File: config.mk
export PLATFORM = sky130hd
export DESIGN_NAME = priority_timed_effect_controller_flat
export DESIGN_NICKNAME = d
export VERILOG_FILES = /design/src/hw/rtl/ptec_pkg.sv /design/src/hw/rtl/ptec_if.sv /design/src/hw/rtl/priority_timed_effect_controller.sv /design/src/flat_wrapper.sv
export SDC_FILE = /design/constraint.sdc
export NUM_CORES = 1
export LEC_CHECK = 0
export BUFFER_PORTS_ARGS = -buffer_cell sky130_fd_sc_hd__buf_2
export CAP_MARGIN = 40
export CELL_PAD_IN_SITES_DETAIL_PLACEMENT = 1
export CELL_PAD_IN_SITES_GLOBAL_PLACEMENT = 2
export CORE_UTILIZATION = 37
export DETAILED_ROUTE_END_ITERATION = 8
export PLACE_DENSITY = 0.85
export SKIP_CTS_REPAIR_TIMING = 1
export SKIP_LAST_GASP = 1
export SLEW_MARGIN = 20
export SYNTH_ARGS = -nofsm -noshare
export SYNTH_HDL_FRONTEND = slang
export SYNTH_SLANG_ARGS = --single-unit
File: constraint.sdc
create_clock -name clk -period 4.77 [get_ports clk]
set_input_delay 0.2385 -clock clk [delete_from_list [all_inputs] [get_ports clk]]
set_output_delay 0.2385 -clock clk [all_outputs]
set_load 0.01 [all_outputs]
File: src/hw/rtl/ptec_pkg.sv
// Package for the priority timed effect controller.
// Effect, operation, power state and register index codes shared by the RTL.
// No dependencies.
`default_nettype none

package ptec_pkg;

  localparam int unsigned TimeW = 32;

  // effect codes, value equals priority
  localparam logic [2:0] FX_NONE     = 3'd0;
  localparam logic [2:0] FX_STARTUP  = 3'd1;
  localparam logic [2:0] FX_RESET    = 3'd2;
  localparam logic [2:0] FX_SHUTDOWN = 3'd3;
  localparam logic [2:0] FX_FORCED   = 3'd4;

  // operation codes
  localparam logic [2:0] OP_REQUEST   = 3'd0;
  localparam logic [2:0] OP_RESTART   = 3'd1;
  localparam logic [2:0] OP_CANCEL    = 3'd2;
  localparam logic [2:0] OP_RECONCILE = 3'd3;
  localparam logic [2:0] OP_TICK      = 3'd4;
  localparam logic [2:0] OP_CONSUME   = 3'd5;

  // machine power state codes
  localparam logic [1:0] PS_OTHER    = 2'd0;
  localparam logic [1:0] PS_STARTING = 2'd1;
  localparam logic [1:0] PS_RUNNING  = 2'd2;
  localparam logic [1:0] PS_SHUTTING = 2'd3;

  // configuration register indexes
  localparam logic [1:0] REG_STARTUP_DUR  = 2'd0;
  localparam logic [1:0] REG_SHUTDOWN_DUR = 2'd1;
  localparam logic [1:0] REG_RESET_DUR    = 2'd2;

endpackage : ptec_pkg

`default_nettype wire

File: src/hw/rtl/ptec_if.sv
// Valid/ready channel interfaces for the effect controller: event in, result out.
// Depends on ptec_pkg.
`default_nettype none

interface ptec_in_if;
  import ptec_pkg::*;

  logic             valid;
  logic             ready;
  logic [2:0]       func;
  logic [2:0]       effect;
  logic [1:0]       pc_state;
  logic [TimeW-1:0] now_ms;

  modport source (output valid, output func, output effect, output pc_state,
                  output now_ms, input ready);
  modport sink   (input valid, input func, input effect, input pc_state,
                  input now_ms, output ready);
endinterface : ptec_in_if

interface ptec_out_if;
  logic       valid;
  logic       ready;
  logic [2:0] active_effect;
  logic [2:0] finished_effect;

  modport source (output valid, output active_effect, output finished_effect,
                  input ready);
  modport sink   (input valid, input active_effect, input finished_effect,
                  output ready);
endinterface : ptec_out_if

`default_nettype wire

File: src/hw/rtl/priority_timed_effect_controller.sv
// Priority timed effect controller, top level.
// An event passes the input register, then the result register, before its result transfer;
// a result that out_ch does not take holds the result register and stalls the input stage.
// Throughput: one event per cycle while out_ch takes results; the effect state is computed
// from the input register and registered, so back-to-back events see each other's effects.
// Reset (rst_n low, synchronous): no effect active or finished, start time and all
// durations zero, both pipeline stages empty. Depends on ptec_pkg and ptec_if.
`default_nettype none

module priority_timed_effect_controller (
  input  wire                         clk,
  input  wire                         rst_n,
  ptec_in_if.sink                     in_ch,
  ptec_out_if.source                  out_ch,
  input  wire                         cfg_we,
  input  wire [1:0]                   cfg_idx,
  input  wire [ptec_pkg::TimeW-1:0]   cfg_wdata
);
  import ptec_pkg::*;

  // ---------------------------------------------------------------------------
  // Configuration: effect durations in ms
  // ---------------------------------------------------------------------------
  logic [TimeW-1:0] startup_dur_r;
  logic [TimeW-1:0] shutdown_dur_r;
  logic [TimeW-1:0] reset_dur_r;

  // ---------------------------------------------------------------------------
  // Input register stage
  // ---------------------------------------------------------------------------
  logic             s1_valid_r;
  logic [2:0]       s1_func_r;
  logic [2:0]       s1_effect_r;
  logic [1:0]       s1_ps_r;
  logic [TimeW-1:0] s1_now_r;

  // ---------------------------------------------------------------------------
  // Effect state
  // ---------------------------------------------------------------------------
  logic [2:0]       cur_fx_r, cur_fx_nxt;
  logic [2:0]       done_fx_r, done_fx_nxt;
  logic [TimeW-1:0] start_time_r, start_time_nxt;

  // Result register stage
  logic             out_valid_r;
  logic [2:0]       out_active_r;
  logic [2:0]       out_finished_r;

  // Handshake: the result register frees up when empty or being taken this cycle.
  logic out_free;
  logic s1_fire;
  logic in_xfer;

  assign out_free    = !out_valid_r || out_ch.ready;
  assign s1_fire     = s1_valid_r && out_free;
  assign in_ch.ready = !s1_valid_r || out_free;
  assign in_xfer     = in_ch.valid && in_ch.ready;

  assign out_ch.valid           = out_valid_r;
  assign out_ch.active_effect   = out_active_r;
  assign out_ch.finished_effect = out_finished_r;

  // ---------------------------------------------------------------------------
  // Event evaluation
  // ---------------------------------------------------------------------------
  logic [TimeW-1:0] elapsed;
  logic [TimeW-1:0] cur_dur;
  logic             cur_suits;
  logic             arm_ok;
  logic             is_arm;

  // wrapped elapsed time since the active effect started
  assign elapsed = s1_now_r - start_time_r;

  always_comb begin
    unique case (cur_fx_r)
      FX_STARTUP:  cur_dur = startup_dur_r;
      FX_RESET:    cur_dur = reset_dur_r;
      FX_SHUTDOWN: cur_dur = shutdown_dur_r;
      default:     cur_dur = '0;
    endcase
  end

  // power state compatibility for reconcile
  always_comb begin
    unique case (cur_fx_r)
      FX_NONE:     cur_suits = 1'b1;
      FX_STARTUP:  cur_suits = (s1_ps_r == PS_STARTING);
      FX_RESET:    cur_suits = (s1_ps_r == PS_RUNNING);
      FX_SHUTDOWN: cur_suits = (s1_ps_r == PS_SHUTTING);
      FX_FORCED:   cur_suits = (s1_ps_r == PS_RUNNING) || (s1_ps_r == PS_SHUTTING);
      default:     cur_suits = 1'b0;
    endcase
  end

  // Request skips the effect already active; restart re-arms it. Both skip
  // lower-priority effects, but a FX_NONE event is not gated and clears the state.
  assign is_arm = (s1_func_r == OP_REQUEST) || (s1_func_r == OP_RESTART);
  assign arm_ok = (s1_effect_r >= cur_fx_r) &&
                  !((s1_func_r == OP_REQUEST) && (s1_effect_r == cur_fx_r));

  always_comb begin
    cur_fx_nxt     = cur_fx_r;
    done_fx_nxt    = done_fx_r;
    start_time_nxt = start_time_r;
    if (s1_fire) begin
      priority if (is_arm) begin
        // unknown effect codes are ignored
        if (s1_effect_r == FX_NONE) begin
          cur_fx_nxt  = FX_NONE;
          done_fx_nxt = FX_NONE;
        end else if (s1_effect_r <= FX_FORCED && arm_ok) begin
          cur_fx_nxt     = s1_effect_r;
          done_fx_nxt    = FX_NONE;
          start_time_nxt = s1_now_r;
        end
      end else if (s1_func_r == OP_CANCEL) begin
        if (s1_effect_r == cur_fx_r) begin
          cur_fx_nxt  = FX_NONE;
          done_fx_nxt = FX_NONE;
        end
      end else if (s1_func_r == OP_RECONCILE) begin
        if (!cur_suits) begin
          cur_fx_nxt  = FX_NONE;
          done_fx_nxt = FX_NONE;
        end
      end else if (s1_func_r == OP_TICK) begin
        // forced shutdown never times out
        if (cur_fx_r != FX_NONE && cur_fx_r != FX_FORCED && elapsed >= cur_dur) begin
          cur_fx_nxt  = FX_NONE;
          done_fx_nxt = cur_fx_r;
        end
      end else if (s1_func_r == OP_CONSUME) begin
        done_fx_nxt = FX_NONE;
      end else begin
        // unknown operation: state holds
        cur_fx_nxt = cur_fx_r;
      end
    end
  end

  // ---------------------------------------------------------------------------
  // Registers
  // ---------------------------------------------------------------------------
  always_ff @(posedge clk) begin
    if (!rst_n) begin
      startup_dur_r  <= '0;
      shutdown_dur_r <= '0;
      reset_dur_r    <= '0;
      s1_valid_r     <= 1'b0;
      out_valid_r    <= 1'b0;
      cur_fx_r       <= FX_NONE;
      done_fx_r      <= FX_NONE;
      start_time_r   <= '0;
    end else begin
      if (cfg_we) begin
        unique case (cfg_idx)
          REG_STARTUP_DUR:  startup_dur_r  <= cfg_wdata;
          REG_SHUTDOWN_DUR: shutdown_dur_r <= cfg_wdata;
          REG_RESET_DUR:    reset_dur_r    <= cfg_wdata;
          default:          ;
        endcase
      end
      if (in_ch.ready) begin
        s1_valid_r <= in_ch.valid;
      end
      if (out_free) begin
        out_valid_r <= s1_valid_r;
      end
      cur_fx_r     <= cur_fx_nxt;
      done_fx_r    <= done_fx_nxt;
      start_time_r <= start_time_nxt;
    end
  end

  // payload registers
  always_ff @(posedge clk) begin
    if (in_xfer) begin
      s1_func_r   <= in_ch.func;
      s1_effect_r <= in_ch.effect;
      s1_ps_r     <= in_ch.pc_state;
      s1_now_r    <= in_ch.now_ms;
    end
    if (s1_fire) begin
      // finished effect is reported before consume clears it
      out_active_r   <= cur_fx_nxt;
      out_finished_r <= (s1_func_r == OP_CONSUME) ? done_fx_r : done_fx_nxt;
    end
  end

  // ---------------------------------------------------------------------------
  // Assertions
  // ---------------------------------------------------------------------------
  // a finished effect only exists while nothing is active
  a_done_implies_idle: assert property (@(posedge clk) disable iff (!rst_n)
    (done_fx_r != FX_NONE) |-> (cur_fx_r == FX_NONE))
    else $error("finished effect held while an effect is active");

  // forced shutdown never retires
  a_forced_never_done: assert property (@(posedge clk) disable iff (!rst_n)
    done_fx_r != FX_FORCED)
    else $error("forced shutdown reported as finished");

  // active effect stays a legal code
  a_cur_legal: assert property (@(posedge clk) disable iff (!rst_n)
    cur_fx_r <= FX_FORCED)
    else $error("active effect code out of range");

  // a stalled input stage keeps its item
  a_s1_hold: assert property (@(posedge clk) disable iff (!rst_n)
    (s1_valid_r && !out_free) |=> s1_valid_r)
    else $error("input stage lost an item under stall");

  // state only moves when an event is evaluated
  a_state_quiet: assert property (@(posedge clk) disable iff (!rst_n)
    !s1_fire |=> ($stable(cur_fx_r) && $stable(done_fx_r) && $stable(start_time_r)))
    else $error("effect state changed without an event");

endmodule : priority_timed_effect_controller

`default_nettype wire
File: src/flat_wrapper.sv
// flat-port wrapper written by rule: the top's interface ports become plain ports
module priority_timed_effect_controller_flat import ptec_pkg::*;
  (clk, rst_n, cfg_we, cfg_idx, cfg_wdata, in_ch_valid, in_ch_func, in_ch_effect, in_ch_pc_state, in_ch_now_ms, in_ch_ready, out_ch_valid, out_ch_active_effect, out_ch_finished_effect, out_ch_ready);
  ptec_in_if in_ch_i ();
  ptec_out_if out_ch_i ();
  input  wire clk;
  input  wire rst_n;
  input  wire cfg_we;
  input  wire [1:0] cfg_idx;
  input  wire [ptec_pkg::TimeW-1:0] cfg_wdata;
  input wire logic [$bits(in_ch_i.valid)-1:0] in_ch_valid;
  input wire logic [$bits(in_ch_i.func)-1:0] in_ch_func;
  input wire logic [$bits(in_ch_i.effect)-1:0] in_ch_effect;
  input wire logic [$bits(in_ch_i.pc_state)-1:0] in_ch_pc_state;
  input wire logic [$bits(in_ch_i.now_ms)-1:0] in_ch_now_ms;
  output wire logic [$bits(in_ch_i.ready)-1:0] in_ch_ready;
  output wire logic [$bits(out_ch_i.valid)-1:0] out_ch_valid;
  output wire logic [$bits(out_ch_i.active_effect)-1:0] out_ch_active_effect;
  output wire logic [$bits(out_ch_i.finished_effect)-1:0] out_ch_finished_effect;
  input wire logic [$bits(out_ch_i.ready)-1:0] out_ch_ready;
  assign in_ch_i.valid = in_ch_valid;
  assign in_ch_i.func = in_ch_func;
  assign in_ch_i.effect = in_ch_effect;
  assign in_ch_i.pc_state = in_ch_pc_state;
  assign in_ch_i.now_ms = in_ch_now_ms;
  assign in_ch_ready = in_ch_i.ready;
  assign out_ch_valid = out_ch_i.valid;
  assign out_ch_active_effect = out_ch_i.active_effect;
  assign out_ch_finished_effect = out_ch_i.finished_effect;
  assign out_ch_i.ready = out_ch_ready;
  priority_timed_effect_controller u_core (.clk(clk), .rst_n(rst_n), .in_ch(in_ch_i), .out_ch(out_ch_i), .cfg_we(cfg_we), .cfg_idx(cfg_idx), .cfg_wdata(cfg_wdata));
endmodule
==> impl_summary.log <==
INFO  metric floorplan.rows = 60
INFO  metric cp_class = reg2reg
INFO  metric fin_tns_setup = 0 ns
INFO  metric postRouteAntennaNets = 0
INFO  metric rsz0062_at_grt = no
INFO  metric fmaxAchievable = roughly 230 MHz
INFO  metric clk_path_buf_depth = 2
INFO  metric finalHoldViolCount = 0
INFO  metric drive_gt1_frac = 0.122
INFO  metric diodes = 0
INFO  metric proportion_of_power_drawn_by_flip_flops_and_latches = 0.459
INFO  metric mappedNetlistNets = approximately 1300
INFO  metric layout_worst_path_cycle_share = 0.928
INFO  metric async_reset_ff_frac = 0
INFO  metric avgSynthCellArea = 8.46 um^2
INFO  metric grt_pass1_vias = slightly below 9000
INFO  metric maxCapViolCount = 0
INFO  metric route.vias.total = 8591
INFO  metric global_route_wire_length_before_repair = ~46 mm
INFO  metric detail_route.vias_per_cell = 5.22
INFO  metric initial_cell_density_of_the_core = 0.376
INFO  metric worst-slew-pin-transition = 0.774 ns
INFO  metric drc = 0
INFO  metric global_route.overflow_total = 0
INFO  metric yosysTopAreaCell = dfxtp_1
INFO  metric final-max-slew-violation-count = 0
INFO  metric h-tree-depth = 4
INFO  metric ys.warnings.count = 0
INFO  metric die_width = 167 um
INFO  metric edff_count_synth = 46
INFO  metric clock-skew-final = 0.0147 ns
INFO  metric cts_num_sinks = 182
INFO  metric filler_cell_count = 3227
INFO  metric clock_tree_from_tritoncts = built
INFO  metric seq_area_frac_synth = 0.406
INFO  metric final_critical_path_setup_slack = 0.344 ns
INFO  metric power_leakage = ~4.2 nW
INFO  metric required_time_of_the_critical_path = 5.09 ns
INFO  metric ir_worst_vdd = 0.177 mV
INFO  metric cpLargestDelayFamily = compound AO/OA/AOI/OAI gates
INFO  metric area_growth_syn_to_layout = 18.1%
INFO  metric post-place-ws = 0.229 ns
INFO  metric design.portCount = 87
INFO  metric outcome = finished clean
INFO  metric ctsRootBufferMaster = clkbuf_16
INFO  metric power.combinational.fraction = 0.146
INFO  metric fp.coreArea = 26900 um^2
INFO  metric num-nets-final = 1439
INFO  metric grt_usage = 0.204
INFO  metric switchingPower = roughly 0.0011 W
INFO  metric worst-endpoint-arrival = roughly 4.8 ns
INFO  metric grt_start_max_net_pins = 87
INFO  metric netlist_instances = 1196
INFO  metric ys_dominant_reg_cell = dfxtp_1
INFO  metric floorplan.die_area = 28000 um^2
INFO  metric synth.ff_latch_count = about 180
INFO  metric io_buffers = 86
INFO  metric synthDominantCellAreaShare = 0.269
INFO  metric worstSetupEndpointType = flop
INFO  metric p_per_area = 305 nW/um^2
INFO  metric synth.cell_area = a little over 10000 um^2
INFO  metric finalHoldWorstSlack = 0.0116 ns
INFO  metric worstSkewPairLatency = about 0.45 ns
INFO  metric internal_power_component = 0.00258 W
INFO  metric clockPowerShare = 0.396
INFO  metric die_y = around 170 um
INFO  metric min_path_type = in2reg
INFO  metric critical_path.startpoint_type = flop
INFO  metric worstPathBufferInverterCount = 2
INFO  metric largest_driver_fanout_on_the_critical_path = 6
INFO  metric max_slew_margin = 0.484
INFO  metric clkSlewWorstSetupHoldPaths = 0.08 ns
INFO  metric gp_routability_congestion = between 0.8 and 0.9
INFO  metric drt_iter0_markers = 348
INFO  metric power.share.switching = 0.292
INFO  metric yosysUniqueCellTypes = 70
INFO  metric cp_slowest_stage_delay = approximately 0.4 ns
INFO  metric critical_path.cell_chain = inv_1, ha_1, inv_1, fa_2, a211o_1, a21oi_4, nor4_4, o211ai_1, a211oi_1, o21ai_1, o211ai_1, xor2_1, ha_1, nand4_1, nor4_2, o21ai_2, a211o_1, a211oi_2, a21o_1
INFO  metric wl = ~28 mm
INFO  metric clock_buffer_count_from_cts = 17
INFO  metric place.detailed.hpwl = 18.7 mm
INFO  metric first_pass_iters = 4
INFO  metric grt_antenna_before_repair = 0
INFO  metric yosys-top-cells-area = dfxtp_1, edfxtp_1, nand2_1
INFO  metric final_period_minus_worst_setup_slack = 4.43 ns
INFO  metric setup_violations = 0
INFO  metric worst_path_max_delay_cell = edfxtp_1
INFO  metric avgRoutedWirePerCell = between 15 and 20 um
==> synth_stat cells (all sizes together) (5+ instances only) <==
cell type / n
nand2: 349
dfxtp: 136
a21boi: 130
ha: 66
o21ai: 60
clkbuf: 58
edfxtp: 46
a21oi: 44
inv: 44
nor2: 37
mux2i: 35
a21o: 24
o21a: 17
xnor2: 16
nor2b: 13
nand4: 9
a211oi: 8
nand3: 8
xor2: 6
and2: 5
nand2b: 5
nor3: 5
o211ai: 5
==> power by group through the flow <==
stage | Combinational [W] | Clock, W | Sequential, W
floorplan | 0.000340 | 0 | 0.00169
global placement | 0.000483 | 0 | 0.00171
detailed placement | 0.000500 | 0 | 0.00171
CTS | 0.000505 | 0.00149 | 0.00167
global route | 0.000597 | 0.00154 | 0.00168
finish | 0.000532 | 0.00144 | 0.00167
==> stage by stage <==
stage          instance area, um^2  std cells  total power, W  utilization
6_report                     11900       1647         0.00365        0.444
5_1_grt                      11900       1647         0.00381        0.444
4_1_cts                      11500       1608         0.00367        0.428
3_5_place_dp                 10900       1576         0.00221        0.405
3_3_place_gp                 10900       1575         0.00219        0.404
2_1_floorplan                10100       1196         0.00204            -
==> path summary, 6_finish.rpt <==
path / end / cells after the start / slack, ns / start
setup / recovery: u_core.out_ch.finished_effect[2] / 19 / 0.34 / u_core.s1_now_r[0]
hold / removal: u_core.s1_now_r[2] / 1 / 0.01 / in_ch_now_ms[2]
setup reg to reg: u_core.out_ch.finished_effect[2] / 19 / 0.34 / u_core.s1_now_r[0]
hold reg to reg: u_core.reset_dur_r[25] / 2 / 0.47 / u_core.reset_dur_r[25]
==> routing by layer <==
| layer | GRT usage | part of all wire |
|---|---|---|
| met1 | 0.276 | 0.50 |
| met4 | 0.0507 | 0.011 |
| met2 | 0.340 | 0.46 |
| met5 | 0 | 0 |
| met3 | 0.0321 | 0.026 |
==> kinds of logic (layout without fill, tap and decap cells) <==
logic type	count (synthesis)	count (layout)	share of synthesized area
flops	182	182	0.406
simple gates	452	452	0.187
compound gates	331	331	0.230
fa+ha+maj	67	67	0.0836
mux	35	35	0.0346
buf+inv	107	217	0.0398
xor+xnor	22	22	0.0191
==> registers in the layout, summed over array words and instances, names as in the netlist, 32 cells and up <==
register               flops
u_core.reset_dur_r        32
u_core.s1_now_r           32
u_core.start_time_r       32
u_core.startup_dur_r      32
u_core.shutdown_dur_r     32
==> layout make-up <==
| class | count | area, um^2 | area share |
|---|---|---|---|
| inverters | 45 | 169 | 0.0141 |
| clock buffers | 17 | 425 | 0.0356 |
| flip-flops and latches | 182 | 4110 | 0.344 |
| repair buffers | 140 | 968 | 0.0811 |
| clock inverters | 15 | 180 | 0.0151 |
| multi-input cells | 907 | 5660 | 0.474 |
| well taps | 341 | 427 | 0.0357 |
==> placed cells by master, fill, tap and decap left out, types with 4 or more instances in the layout <==
cell / count
a211oi_1: 6
a21boi_0: 129
a21o_1: 24
a21oi_1: 40
and2_1: 4
and3_1: 4
buf_2: 86
buf_4: 13
clkbuf_16: 17
clkinv_8: 5
dfxtp_1: 135
dlygate4sd3_1: 38
edfxtp_1: 46
ha_1: 66
inv_1: 44
mux2i_1: 35
nand2_1: 349
nand2b_1: 5
nand3_1: 8
nand3b_1: 4
nand4_1: 9
nor2_1: 36
nor2b_1: 13
nor3_1: 4
o211ai_1: 5
o21a_1: 15
o21ai_0: 56
o21bai_1: 4
xnor2_1: 16
xor2_1: 6
(Power assumes the default switching activity.)
